<file path="config.mk">
export PLATFORM = sky130hd
export DESIGN_NAME = fcc_front
export DESIGN_NICKNAME = d
export VERILOG_FILES = /design/src/hdl/floor_ceiling_texture_caster_macros.svh /design/src/hdl/fcc_pkg.sv /design/src/hdl/fcc_front.sv
export SDC_FILE = /design/constraint.sdc
export NUM_CORES = 1
export LEC_CHECK = 0
export CAP_MARGIN = 10
export CORE_MARGIN = 4
export CORE_UTILIZATION = 25
export DETAILED_ROUTE_END_ITERATION = 8
export DONT_BUFFER_PORTS = 1
export GPL_TIMING_DRIVEN = 0
export PLACE_DENSITY_LB_ADDON = 0.1
export SETUP_SLACK_MARGIN = 0.15
export SYNTH_ARGS = -nofsm -noshare
export SYNTH_HDL_FRONTEND = slang
export SYNTH_SLANG_ARGS = --single-unit
</file>
<file path="constraint.sdc">
create_clock -name clk -period 5.55 [get_ports clk]
set_input_delay 0.555 -clock clk [delete_from_list [all_inputs] [get_ports clk]]
set_output_delay 0.555 -clock clk [all_outputs]
set_load 0.02 [all_outputs]
</file>
<file path="src/hdl/floor_ceiling_texture_caster_macros.svh">
// Assertion macros used by the caster back end.
`ifndef FLOOR_CEILING_TEXTURE_CASTER_MACROS_SVH
`define FLOOR_CEILING_TEXTURE_CASTER_MACROS_SVH

// Same-cycle implication, checked out of reset.
`define FCC_ASSERT_NOW(label, ante, cons, msg) \
	label: assert property (@(posedge clk) disable iff (!arst_n) (ante) |-> (cons)) \
		else $error(msg);

// Next-cycle implication, checked out of reset.
`define FCC_ASSERT_NEXT(label, ante, cons, msg) \
	label: assert property (@(posedge clk) disable iff (!arst_n) (ante) |=> (cons)) \
		else $error(msg);

`endif

</file>
<file path="src/hdl/fcc_pkg.sv">
// Shared constants, types and state encodings of the floor and ceiling caster.
package fcc_pkg;

	localparam int TEX_SIZE    = 64;
	localparam int TEX_BITS    = $clog2(TEX_SIZE);
	localparam int TEX_ADDR_W  = 2 * TEX_BITS;
	localparam int TEX_ENTRIES = TEX_SIZE * TEX_SIZE;
	localparam int SCREEN_BITS = 12;
	localparam int FRAC_BITS   = 16;

	localparam int POS_W    = 32;
	localparam int PLAYER_W = 24;
	localparam int VEC_W    = 16;
	localparam int VEC_FRAC = 14;
	localparam int DIM_W    = 13;
	localparam int ROW_W    = SCREEN_BITS;
	localparam int IDX_W    = 12;
	localparam int COLOR_W  = 24;
	localparam int CH_W     = 8;
	localparam int FOG_W    = 16;

	localparam logic [FOG_W-1:0] FOG_LIMIT = 16'd384;

	// Row setup arithmetic widths
	localparam int RD_W   = DIM_W + FRAC_BITS;
	localparam int PROD_W = RD_W + VEC_W + 1;
	localparam int DIV_W  = 32;
	localparam int DIV_CNT_W = $clog2(DIV_W + 1);

	// Command queue
	localparam int QDEPTH = 2;

	// Input op codes
	localparam logic [1:0] OP_LOAD_FLOOR = 2'd0;
	localparam logic [1:0] OP_LOAD_CEIL  = 2'd1;
	localparam logic [1:0] OP_DRAW       = 2'd2;

	// Register indexes
	localparam int NUM_REGS  = 8;
	localparam int REG_IDX_W = $clog2(NUM_REGS);
	localparam int APB_ADDR_W = REG_IDX_W + 2;
	localparam logic [REG_IDX_W-1:0] REG_PLAYER_X       = 3'd0;
	localparam logic [REG_IDX_W-1:0] REG_PLAYER_Y       = 3'd1;
	localparam logic [REG_IDX_W-1:0] REG_VIEW_DIR_X     = 3'd2;
	localparam logic [REG_IDX_W-1:0] REG_VIEW_DIR_Y     = 3'd3;
	localparam logic [REG_IDX_W-1:0] REG_CAMERA_PLANE_X = 3'd4;
	localparam logic [REG_IDX_W-1:0] REG_CAMERA_PLANE_Y = 3'd5;
	localparam logic [REG_IDX_W-1:0] REG_SCREEN_HEIGHT  = 3'd6;
	localparam logic [REG_IDX_W-1:0] REG_SCREEN_WIDTH   = 3'd7;

	// Register reset values
	localparam logic signed [VEC_W-1:0] DIR_X_RST   = 16'sd16384;
	localparam logic signed [VEC_W-1:0] DIR_Y_RST   = 16'sd0;
	localparam logic signed [VEC_W-1:0] PLANE_X_RST = 16'sd0;
	localparam logic signed [VEC_W-1:0] PLANE_Y_RST = 16'sd10813;
	localparam logic [DIM_W-1:0] HEIGHT_RST = 13'd480;
	localparam logic [DIM_W-1:0] WIDTH_RST  = 13'd640;

	typedef enum logic [1:0] {
		KIND_LOAD_FLOOR,
		KIND_LOAD_CEIL,
		KIND_DRAW
	} cmd_kind_t;

	typedef struct packed {
		cmd_kind_t         kind;
		logic [IDX_W-1:0]  idx;
		logic [COLOR_W-1:0] color;
		logic [ROW_W-1:0]  row;
		logic [ROW_W-1:0]  col;
		logic [FOG_W-1:0]  fog;
	} cmd_t;

	typedef struct packed {
		logic [PLAYER_W-1:0]     player_x;
		logic [PLAYER_W-1:0]     player_y;
		logic signed [VEC_W-1:0] dir_x;
		logic signed [VEC_W-1:0] dir_y;
		logic signed [VEC_W-1:0] plane_x;
		logic signed [VEC_W-1:0] plane_y;
		logic [DIM_W-1:0]        height;
		logic [DIM_W-1:0]        width;
	} view_cfg_t;

	typedef struct packed {
		logic [POS_W-1:0] pos_x;
		logic [POS_W-1:0] pos_y;
		logic [POS_W-1:0] step_x;
		logic [POS_W-1:0] step_y;
		logic             saturated;
	} row_setup_t;

	typedef enum logic [2:0] {
		B_IDLE,
		B_ROW,
		B_FETCH,
		B_SHADE,
		B_FOG,
		B_OUT
	} back_state_t;

	typedef enum logic [2:0] {
		RC_IDLE,
		RC_DIVR,
		RC_MUL,
		RC_USE,
		RC_DIVS,
		RC_DONE
	} rc_state_t;

endpackage

</file>
<file path="src/hdl/fcc_front.sv">
// Front end: accepts input words, decodes the op and queues commands.
module fcc_front
	import fcc_pkg::*;
(
	input  logic               clk,
	input  logic               arst_n,
	input  logic               in_valid,
	output logic               in_ready,
	input  logic [1:0]         op,
	input  logic [IDX_W-1:0]   texel_index,
	input  logic [COLOR_W-1:0] texel_color,
	input  logic [ROW_W-1:0]   pixel_row,
	input  logic [ROW_W-1:0]   pixel_column,
	input  logic [FOG_W-1:0]   row_fog_distance,
	output logic               cmd_valid,
	output cmd_t               cmd,
	input  logic               cmd_pop
);

	localparam int PTR_W = $clog2(QDEPTH);
	localparam int CNT_W = $clog2(QDEPTH + 1);

	cmd_t             queue_q [QDEPTH];
	logic [PTR_W-1:0] wr_ptr_q, rd_ptr_q;
	logic [CNT_W-1:0] count_q;
	logic             accept, push, known;
	cmd_kind_t        kind;

	// Decode the op; unknown codes are taken and dropped
	always_comb begin
		known = 1'b1;
		kind  = KIND_DRAW;
		unique case (op)
			OP_LOAD_FLOOR: kind = KIND_LOAD_FLOOR;
			OP_LOAD_CEIL:  kind = KIND_LOAD_CEIL;
			OP_DRAW:       kind = KIND_DRAW;
			default:       known = 1'b0;
		endcase
	end

	assign in_ready  = (count_q != CNT_W'(QDEPTH));
	assign accept    = in_valid && in_ready;
	assign push      = accept && known;
	assign cmd_valid = (count_q != '0);
	assign cmd       = queue_q[rd_ptr_q];

	// Store queued commands
	always_ff @(posedge clk) begin
		if (push) begin
			queue_q[wr_ptr_q] <= '{kind: kind, idx: texel_index, color: texel_color,
				row: pixel_row, col: pixel_column, fog: row_fog_distance};
		end
	end

	// Advance pointers and fill count
	always_ff @(posedge clk or negedge arst_n) begin
		if (!arst_n) begin
			wr_ptr_q <= '0;
			rd_ptr_q <= '0;
			count_q  <= '0;
		end else begin
			if (push) begin
				wr_ptr_q <= PTR_W'((32'(wr_ptr_q) + 1) % QDEPTH);
			end
			if (cmd_pop) begin
				rd_ptr_q <= PTR_W'((32'(rd_ptr_q) + 1) % QDEPTH);
			end
			if (push && !cmd_pop) begin
				count_q <= count_q + CNT_W'(1);
			end else if (!push && cmd_pop) begin
				count_q <= count_q - CNT_W'(1);
			end
		end
	end

endmodule

</file>
======== Word-level counts from Yosys, hierarchy flattened ========
Memories as Yosys holds them, arrays and structs flattened.
Cells that the tools add are included.
storage, ports and cells
  bits in registers ....................... 4
  memory bits (writable) .................. 156
  input bits .............................. 82
  memories kept ........................... 1
operators by class
  add/subtract/negate cells ............... 4
  eq/ne operators ......................... 3
  mux-type cells .......................... 6
  reductions and logical operators ........ 10
memories
  name     words  bits a word  read ports  clocked after memory_dff  wr ports  line             RTL
  queue_q  2      78           1           0                         1         fcc_front.sv:23  cmd_t queue_q [QDEPTH];
operators by type and width
  operator                                          number
  logical AND 1 bit                                 4
  two-way mux 2 bit                                 2
  case mux 2 bit (2 select lines)                   1
  nonzero test 2 bit                                2
  two-way mux 1 bit                                 3
  OR reduction 3 bit                                1
  adder 1 bit, second input constant                2
  adder 2 x 1 -> 2 bit, second input constant       1
  == test 2 x 1 -> 1 bit, second input constant     1
  == test 2 bit, second input constant              1
  zero test 1 bit                                   2
  zero test 2 bit                                   1
  != test 2 bit, second input constant              1
  subtractor 2 x 1 -> 2 bit, second input constant  1

======== Longest topological paths before layout ========
Gate-level depths: netlist of the first run.
  depth in word-level cells ............... 8
  gate-level depth with buffers ........... 7
  mapped depth without buffers ............ 7

======== Worst setup path before layout of the first run ========
No wires, ideal clock.
  path kind ............................... reg2reg
  from .................................... register count_q[0]
  to ...................................... memory queue_q[0][0] (netlist name), enable pin
  setup time .............................. 0.515 ns
  arrival ................................. 4.099 ns
  data required time ...................... 5.035 ns
  path slack .............................. 0.935 ns
  stages on the path, launching flop included .. 4
  path buffers ............................ 0
  clock period less this slack ............ 4.615 ns
  path through ............................ dfrtp_1 > nand2b_1 > nand3_1 > nor2_1
on the way
  word-level cells in the longest chain between the ends .. 5
RTL lines
  what                                     line             RTL
  start: declaration                       fcc_front.sv:25  logic [CNT_W-1:0] count_q;
  start signal: assignment                 fcc_front.sv:69  count_q <= count_q + CNT_W'(1);
  start signal: assignment                 fcc_front.sv:71  count_q <= count_q - CNT_W'(1);
  != test 2 bit                            fcc_front.sv:41  assign in_ready = (count_q != CNT_W'(QDEPTH));
  via in_ready                             fcc_front.sv:8   output logic in_ready,
  logical AND 1 bit                        fcc_front.sv:42  assign accept = in_valid && in_ready;
  logical AND 1 bit                        fcc_front.sv:43  assign push = accept && known;
  two-way mux 1 bit                        fcc_front.sv:49  if (push) begin
  two-way mux 1 bit (not written as such)  fcc_front.sv:50  queue_q[wr_ptr_q] <= '{kind: kind, idx: texel_index, color: texel_color,
  end: declaration                         fcc_front.sv:23
The timed path passes the listed nets, and every way through them passes these cells.

======== Worst setup path after layout of the first run ========
  from .................................... register count_q[0]
  to ...................................... memory queue_q[0][34] (netlist name), enable pin
The elaborated chain is that of the path after synthesis.

==> impl_metrics.csv, run 1 <==
group,metric,value,unit
logic_synthesis,yosys_warnings,0,
min_path,min_to,"queue_q[0][64]$_DFFE_PP_",
route,drc_errors,0,
clock_tree,cts_setup_buffers,0,
die,core.rowCount,55,
clock_tree,cts.sinks,160,
min_path,min-delay-start,"texel_index[0]",
clock_tree,clk_latency,0.41,ns
setup_path,startpoint_type,"flip-flop",
route,via_count,2412,
power,p_total,0.00382,W
clock_tree,root_buffer,"clkbuf_16",
placed_design,gp_congestion,0.641,
finish,final_nets,374,
timing,worstMarginPinSlew,0.693,ns
finish,num_antenna_cells,0,
global_route,grt_first_pass_wirelength,16.9,mm
route,first_pass_iters,3,
setup_path,reg2regPathDepth,4,
logic_synthesis,syn_nets,348,
global_route,grt_pass1_vias,2638,
timing,slew_headroom,53.7,%
setup_path,cp_slowest_cell,"nor2_4",
setup_path,end_kind,"flip-flop",
placed_design,dp_cells,584,
logic_synthesis,synth_seq_cells,160,
logic_synthesis,syn-cell-area,5870,um^2
power,powerDensity,549,nW/um^2
setup_path,cp_max_fo,23,
route,ant_nets,0,
die,die_area,26000,um^2
global_route,grt_usage,8.88,%
route,viasPerCell,3.92,
logic_synthesis,yosys.cell_types.count,17,
timing,finalMaxSlewViolations,0,
timing,finalHoldViolations,0,
clock_tree,hold_buffers,1,
timing,setup_viol_count_final,0,
global_route,grt.overflow.total,0,
clock_tree,cts.reportedPaths.clkPinSlew,0.07,ns
route,wl_per_cell,18.6,um
setup_path,worstPathArrival,2.31,ns
setup_path,regToRegEndpoint,"queue_q[0][34]$_DFFE_PP_",
placed_design,numPortBuffers,0,
setup_path,rrSetupSlack,3.34,ns
timing,clock-skew-final,0.0105,ns
setup_path,slowest_delay,0.62,ns
clock_tree,cts_tree,"done",
setup_path,path_cells,"nand2b_1, nand3_1, nor2_4, buf_12",
timing,fmax,0.453,GHz
route,wl_met2,5.35,mm
route,top_layer_used,"met4",
timing,fin_crit_sh,39.8,%
setup_path,required,5.65,ns
logic_synthesis,synthCells,265,
outcome,status,"complete, no violations",
route,wl_met3,1.45,mm
clock_tree,cts_buffers,17,
die,start_util,25.7,%
power,max-vdd-ir-drop,161,uV
setup_path,r2r-start,"count_q[0]$_DFFE_PN0P_",
timing,finalSetupTns,0,ns
logic_synthesis,syn_avg_cell_area,22.2,um^2
timing,hold_ws,0.238,ns
placed_design,place_ws,3.26,ns
finish,area_delta_synth_final,18.6,%
job,cap_violations,0,
die,pin_count,162,
logic_synthesis,ys_seq_area_share,81.4,%
finish,fillers,2263,
global_route,antenna_found_initial,0,
clock_tree,cts_resized,0,
route,drt-met1-wl,4.53,mm
timing,setup_ws,3.34,ns
route,totalWireLength,11.5,mm
die,die_y,161,um
route,drt_iter0_drc,142,
finish,final_cells,616,
clock_tree,cts_buffer_depth,2,
timing,rsz0062_at_grt,"no",
global_route,grt_start_max_net_pins,24,
min_path,hold_depth,0,
finish,drive_gt1_share,41.3,%
setup_path,crit_type,"reg -> reg",
min_path,hold_class,"in -> reg",
die,die_w,161,um
die,core_area,22800,um^2
clock_tree,htreeDepth,4,
timing,period_needed,2.21,ns
power,leakage,2.26,nW
placed_design,dp_hpwl,7.85,mm
==> kinds of logic after synthesis <==
logic type / count (synthesis) / synth area share, %
flops: 160 / 81.4
mux: 78 / 15.6
buf+inv: 13 / 1.34
simple gates: 8 / 0.660
xor+xnor: 5 / 0.746
fa+ha+maj: 1 / 0.213
==> flip-flops by register name (all words and copies together) (netlist names) <==
name / count
rd_ptr_q: 1
queue_q: 156
wr_ptr_q: 1
count_q: 2
==> final cells by class <==
type                       count  area [um^2]  area share (%)
sequential                   160         4780            68.7
tap                          313          392            5.62
clock inverter                13          111            1.60
multi-input combinational     92         1030            14.7
clock buffer                  18          429            6.16
inverter                       3         11.3           0.162
buffer                        10         67.6           0.970
timing repair buffer           7          145            2.08
==> worst max-delay path by stage <==
stage                      startpoint                        to  slack (ns)  cells past startpoint
2_1_floorplan  count_q[0]$_DFFE_PN0P_   queue_q[0][0]$_DFFE_PP_        0.94                      3
3_3_place_gp   count_q[0]$_DFFE_PN0P_  queue_q[1][38]$_DFFE_PP_       -1.78                      3
3_5_place_dp   count_q[0]$_DFFE_PN0P_  queue_q[0][34]$_DFFE_PP_        3.26                      4
4_1_cts        count_q[0]$_DFFE_PN0P_  queue_q[0][77]$_DFFE_PP_        3.25                      4
5_1_grt        count_q[0]$_DFFE_PN0P_  queue_q[0][34]$_DFFE_PP_        3.15                      4
6_report       count_q[0]$_DFFE_PN0P_  queue_q[0][34]$_DFFE_PP_        3.34                      4
==> critical path: cells and delay by family (launching register included) <==
family                 cells  cell delay (ns)
DFF                        1             0.40
and+or+nand+nor            3             1.22
buffers and inverters      1             0.27
==> routing by layer <==
layer  up-vias  track usage [%]
met1      1211             9.68
met2       109             13.7
met4         0             3.26
met3         7             6.10
li1       1085                -
met5         -                0
==> power by group <==
part	internal, W	switching [W]	leakage (nW)	total (W)
Combinational	0.000394	0.000723	0.517	0.00112
Clock	0.000615	0.000465	0.261	0.00108
Sequential	0.00158	0.0000473	1.48	0.00163
==> cell usage in the layout, fill, tap and decap left out <==
| cell | count |
|---|---|
| nand2b_1 | 1 |
| mux2_2 | 68 |
| nand2_1 | 1 |
| mux2_4 | 10 |
| buf_2 | 6 |
| or2_2 | 1 |
| nor2_1 | 1 |
| xnor2_1 | 2 |
| buf_16 | 2 |
| nor2b_1 | 1 |
| dfrtp_1 | 4 |
| clkbuf_1 | 2 |
| inv_6 | 4 |
| bufinv_16 | 1 |
| buf_12 | 4 |
| clkbuf_16 | 17 |
| dlygate4sd3_1 | 1 |
| edfxtp_1 | 156 |
| clkinv_2 | 4 |
| inv_1 | 3 |
| clkinv_1 | 1 |
| xor2_1 | 3 |
| clkinvlp_4 | 3 |
| nor2_4 | 2 |
| ha_1 | 1 |
| buf_6 | 3 |
| nand3_1 | 1 |
==> synthesized netlist by cell type <==
cell | number | area, um^2
nand3_1 | 1 | 5.00
dfrtp_1 | 4 | 100
nand2_1 | 1 | 3.75
nand2b_1 | 1 | 6.26
mux2_2 | 68 | 766
nor2b_1 | 1 | 6.26
buf_6 | 3 | 33.8
xnor2_1 | 2 | 17.5
clkbuf_1 | 1 | 3.75
edfxtp_1 | 156 | 4680
or2_2 | 1 | 6.26
ha_1 | 1 | 12.5
buf_2 | 6 | 30.0
inv_1 | 3 | 11.3
xor2_1 | 3 | 26.3
nor2_1 | 3 | 11.3
mux2_4 | 10 | 150
==> metrics by stage <==
step,instance area [um^2],utilization (%)
detailed placement,6420,28.1
global placement,6270,27.4
finish,6970,30.5
global route,6970,30.5
CTS,6970,30.5
floorplan,5870,-
(Power assumes the default switching activity.)
==> run 2: changes to the inputs <==
--- a/config.mk
+++ b/config.mk
@@ -5,6 +5,7 @@
 export SDC_FILE = /design/constraint.sdc
 export NUM_CORES = 1
 export LEC_CHECK = 0
+export ABC_AREA = 1
 export CAP_MARGIN = 10
 export CORE_MARGIN = 4
 export CORE_UTILIZATION = 25
==> constraint.sdc (replaced) <==
create_clock -name clk -period 1.9 [get_ports clk]
set_input_delay 0.19 -clock clk [delete_from_list [all_inputs] [get_ports clk]]
set_output_delay 0.19 -clock clk [all_outputs]
set_load 0.02 [all_outputs]
==> run 2 against run 1 <==
Cell area grew 13%. Register-to-register slack worse by 3.0 ns. Sequential share of layout area shrank 7.8 points. Worst hold slack got worse by 0.22 ns. Power rose to 3.0 times the previous value. Synthesized cell count up 3.8%. Largest cell class unchanged. Die area is 0.34% higher. First-iteration DRC count up 33%. Critical path depth unchanged. Routed wire length is 2.9% higher. Largest power group unchanged.
==> impl_metrics.csv, run 2 <==
group,metric,value,unit
outcome,status,"complete, no violations",
global_route,antenna_found_initial,0,
setup_path,crit_buf_inv,3,
setup_path,cp-endpoint,"cmd[49]",
setup_path,startpoint,"rd_ptr_q$_DFFE_PN0P_",
logic_synthesis,synth_top_area_share,79.5,%
logic_synthesis,synthMuxAreaShare,15.5,%
die,start_util,25.7,%
logic_synthesis,synth-edff-count,156,
power,seqPwrFrac,41.1,%
power,swShare,32.5,%
setup_path,cpLargestDelayFamily,"buffers and inverters",
logic_synthesis,ys_top_cells_by_area,"edfxtp_1, mux2_2, mux2_4, dfrtp_1, inv_1",
global_route,grt_pass1_vias,3079,
finish,area_delta_synth_final,33.3,%
setup_path,cp_slowest_cell,"dfrtp_1",
placed_design,numPortBuffers,0,
logic_synthesis,yosys_warnings,0,
route,drt_iter0_drc,189,
logic_synthesis,syn_nets,358,
setup_path,reg2regPathDepth,5,
clock_tree,htreeDepth,4,
placed_design,dp_hpwl,7.92,mm
die,core.rowCount,55,
power,powerDensity,1470,nW/um^2
clock_tree,root_buffer,"clkbuf_16",
route,via_count,2792,
die,die_w,162,um
finish,final_cells,708,
logic_synthesis,synth_compound_area_share,0,%
power,max-vdd-ir-drop,528,uV
finish,num_antenna_cells,0,
die,die_y,162,um
power,power_frac_clock,28.2,%
setup_path,critical_path_depth,4,
finish,drive_gt1_share,33.4,%
setup_path,startpoint_type,"flip-flop",
logic_synthesis,synth_largest_area_cell,"edfxtp_1",
power,share_comb_of_total_power,30.7,%
global_route,gr-max-usage-layer,"met2",
clock_tree,cts_buffers,17,
global_route,grtUsageMet2,15.2,%
job,cap_violations,0,
clock_tree,cts.reportedPaths.clkPinSlew,0.06,ns
logic_synthesis,ys_seq_area_share,81.2,%
timing,hold_ws,0.0226,ns
finish,design_area,7860,um^2
die,die_area,26100,um^2
finish,fillers,2213,
finish,largest-register,"queue_q",
logic_synthesis,synth_seq_cells,160,
timing,worstMarginPinSlew,0.275,ns
finish,final_cell_mix,"edfxtp_1, dlygate4sd3_1, mux2_2",
route,wl_per_cell,16.6,um
clock_tree,clk_latency,0.42,ns
setup_path,cp_max_fo,11,
route,first_pass_iters,4,
timing,slew_headroom,81.6,%
timing,period_needed,1.77,ns
setup_path,required,1.71,ns
route,viasPerCell,3.94,
logic_synthesis,synthCells,275,
finish,final_nets,466,
timing,clock-skew-final,0.00702,ns
logic_synthesis,yosys.area_share.adder,0.212,%
die,pin_count,162,
placed_design,placed_area,6410,um^2
setup_path,end_kind,"output port",
setup_path,worstPathArrival,1.58,ns
global_route,grt_first_pass_wirelength,17.6,mm
logic_synthesis,yosys.cell_types.count,15,
logic_synthesis,synth_xor_area_share,0.297,%
timing,finalHoldViolations,0,
timing,rsz0062_at_grt,"yes",
logic_synthesis,synth_ff_type,"edfxtp_1",
setup_path,rrSetupSlack,0.32,ns
power,leakage,2.66,nW
route,totalWireLength,11.8,mm
clock_tree,cts.sinks,160,
global_route,grt_start_max_net_pins,37,
logic_synthesis,async_flop_share,2.50,%
clock_tree,cts_tree,"done",
timing,finalMaxSlewViolations,0,
logic_synthesis,synth_top_family_by_area,"multiplexers",
power,switchingPower,0.00374,W
logic_synthesis,syn_avg_cell_area,21.4,um^2
route,drc_errors,0,
setup_path,r2r-start,"count_q[0]$_DFFE_PN0P_",
logic_synthesis,syn-cell-area,5900,um^2
global_route,grt.overflow.total,0,
setup_path,path_cells,"buf_6, buf_12, clkbuf_16, mux2_4",
finish,largest_reg_flops,156,
setup_path,regToRegEndpoint,"queue_q[0][71]$_DFFE_PP_",
die,core_area,22900,um^2
route,ant_nets,0,
finish,final_common_cell,"edfxtp_1",
placed_design,dp_cells,593,
logic_synthesis,yosys-top-cells-count,"edfxtp_1, mux2_2, mux2_4",
min_path,hold_class,"in -> reg",
placed_design,gp_congestion,0.653,
setup_path,crit_type,"reg -> out",
timing,fin_crit_sh,93.3,%
global_route,grt_use_met3,4.03,%
global_route,use_met1,10.4,%
timing,setup_viol_count_final,0,
setup_path,slowest_delay,0.37,ns
global_route,grt_usage,9.15,%
min_path,hold_depth,2,
logic_synthesis,yosys.area_share.simple,1.08,%
clock_tree,cts_buffer_depth,2,
timing,fmax,0.564,GHz
power,internal_power,0.00778,W
finish,reg.largest.list,"queue_q (156), count_q (2)",
logic_synthesis,yosysMostFrequentCell,"edfxtp_1",
run 2: cell count changes in the layout (fill, tap and decap cells not counted), moves of 3 or more:
| cell | previous run | this run |
|---|---|---|
| nand2_1 | 1 | 8 |
| buf_4 | 0 | 7 |
| clkinv_4 | 0 | 3 |
| dlygate4sd3_1 | 1 | 80 |
| inv_1 | 3 | 7 |
| buf_2 | 6 | 0 |
| buf_12 | 4 | 7 |
run 2: worst register-to-register path, delay by kind of cell, from the launching register on:
kind / cells / cell delay [ns]
simple gates: 2 / 0.30
flops: 1 / 0.40
buf+inv: 3 / 0.55
run 2: cell families after synthesis:
kind of cell,Yosys count
AND/OR/NAND/NOR,15
adder cells (fa/ha/maj),1
multiplexers,78
buffers and inverters,19
XOR/XNOR,2
flip-flops,160
run 2: how the worst min path moves through the flow:
stage	from	to	slack [ns]
finish	in_valid	wr_ptr_q$_DFFE_PN0N_	0.02
detailed placement	arst_n	wr_ptr_q$_DFFE_PN0N_	-0.11
global route	in_valid	wr_ptr_q$_DFFE_PN0N_	0.01
global placement	arst_n	wr_ptr_q$_DFFE_PN0N_	-0.11
floorplan	arst_n	count_q[0]$_DFFE_PN0P_	-0.11
CTS	in_valid	wr_ptr_q$_DFFE_PN0N_	0.003
run 2: area by class of cell:
class	instances	area [um^2]	area share, %
plain buffers	10	100	1.27
inverters	9	37.5	0.478
repair buffers	89	948	12.1
clock inverters	14	136	1.74
flip-flops and latches	160	4780	60.9
well taps	313	392	4.98
clock buffers	17	425	5.41
multi-input cells	96	1030	13.2
run 2: stage by stage:
stage / total power, W / setup TNS, ns / setup slack (ns) / util [%]
floorplan: 0.00741 / -54.84 / -0.363 / -
global placement: 0.00807 / -201.93 / -1.35 / 27.5
detailed placement: 0.00816 / -6.38 / -0.0921 / 28.0
CTS: 0.0117 / 0 / 0.0326 / 34.1
global route: 0.0122 / 0 / 0.0602 / 34.3
finish: 0.0115 / 0 / 0.127 / 34.3
run 2: power groups by stage:
stage                     Clock [W]  Combinational [W]  Sequential [W]
final                       0.00325            0.00354         0.00473
after global routing        0.00357            0.00381         0.00478
after CTS                   0.00338            0.00358         0.00474
after detailed placement          0            0.00335         0.00482
after global placement            0            0.00322         0.00485
after floorplan                   0            0.00261         0.00480
run 2: routing by layer:
metal / up-vias / part of all wire [%]
met3: 10 / 7.8
met1: 1399 / 40
met4: 0 / 1.5
li1: 1283 / -
met2: 100 / 50
met5: - / 0
run 2: what timing repair did:
item / CTS / global route
setup buffers: 3 / 0
gates resized for setup: 4 / 9
pin swaps: 1 / 0
endpoints found under the hold margin: 162 / 0
hold buffers: 80 / 0
setup endpoints to repair: 212 / 78
gates cloned: 0 / 1
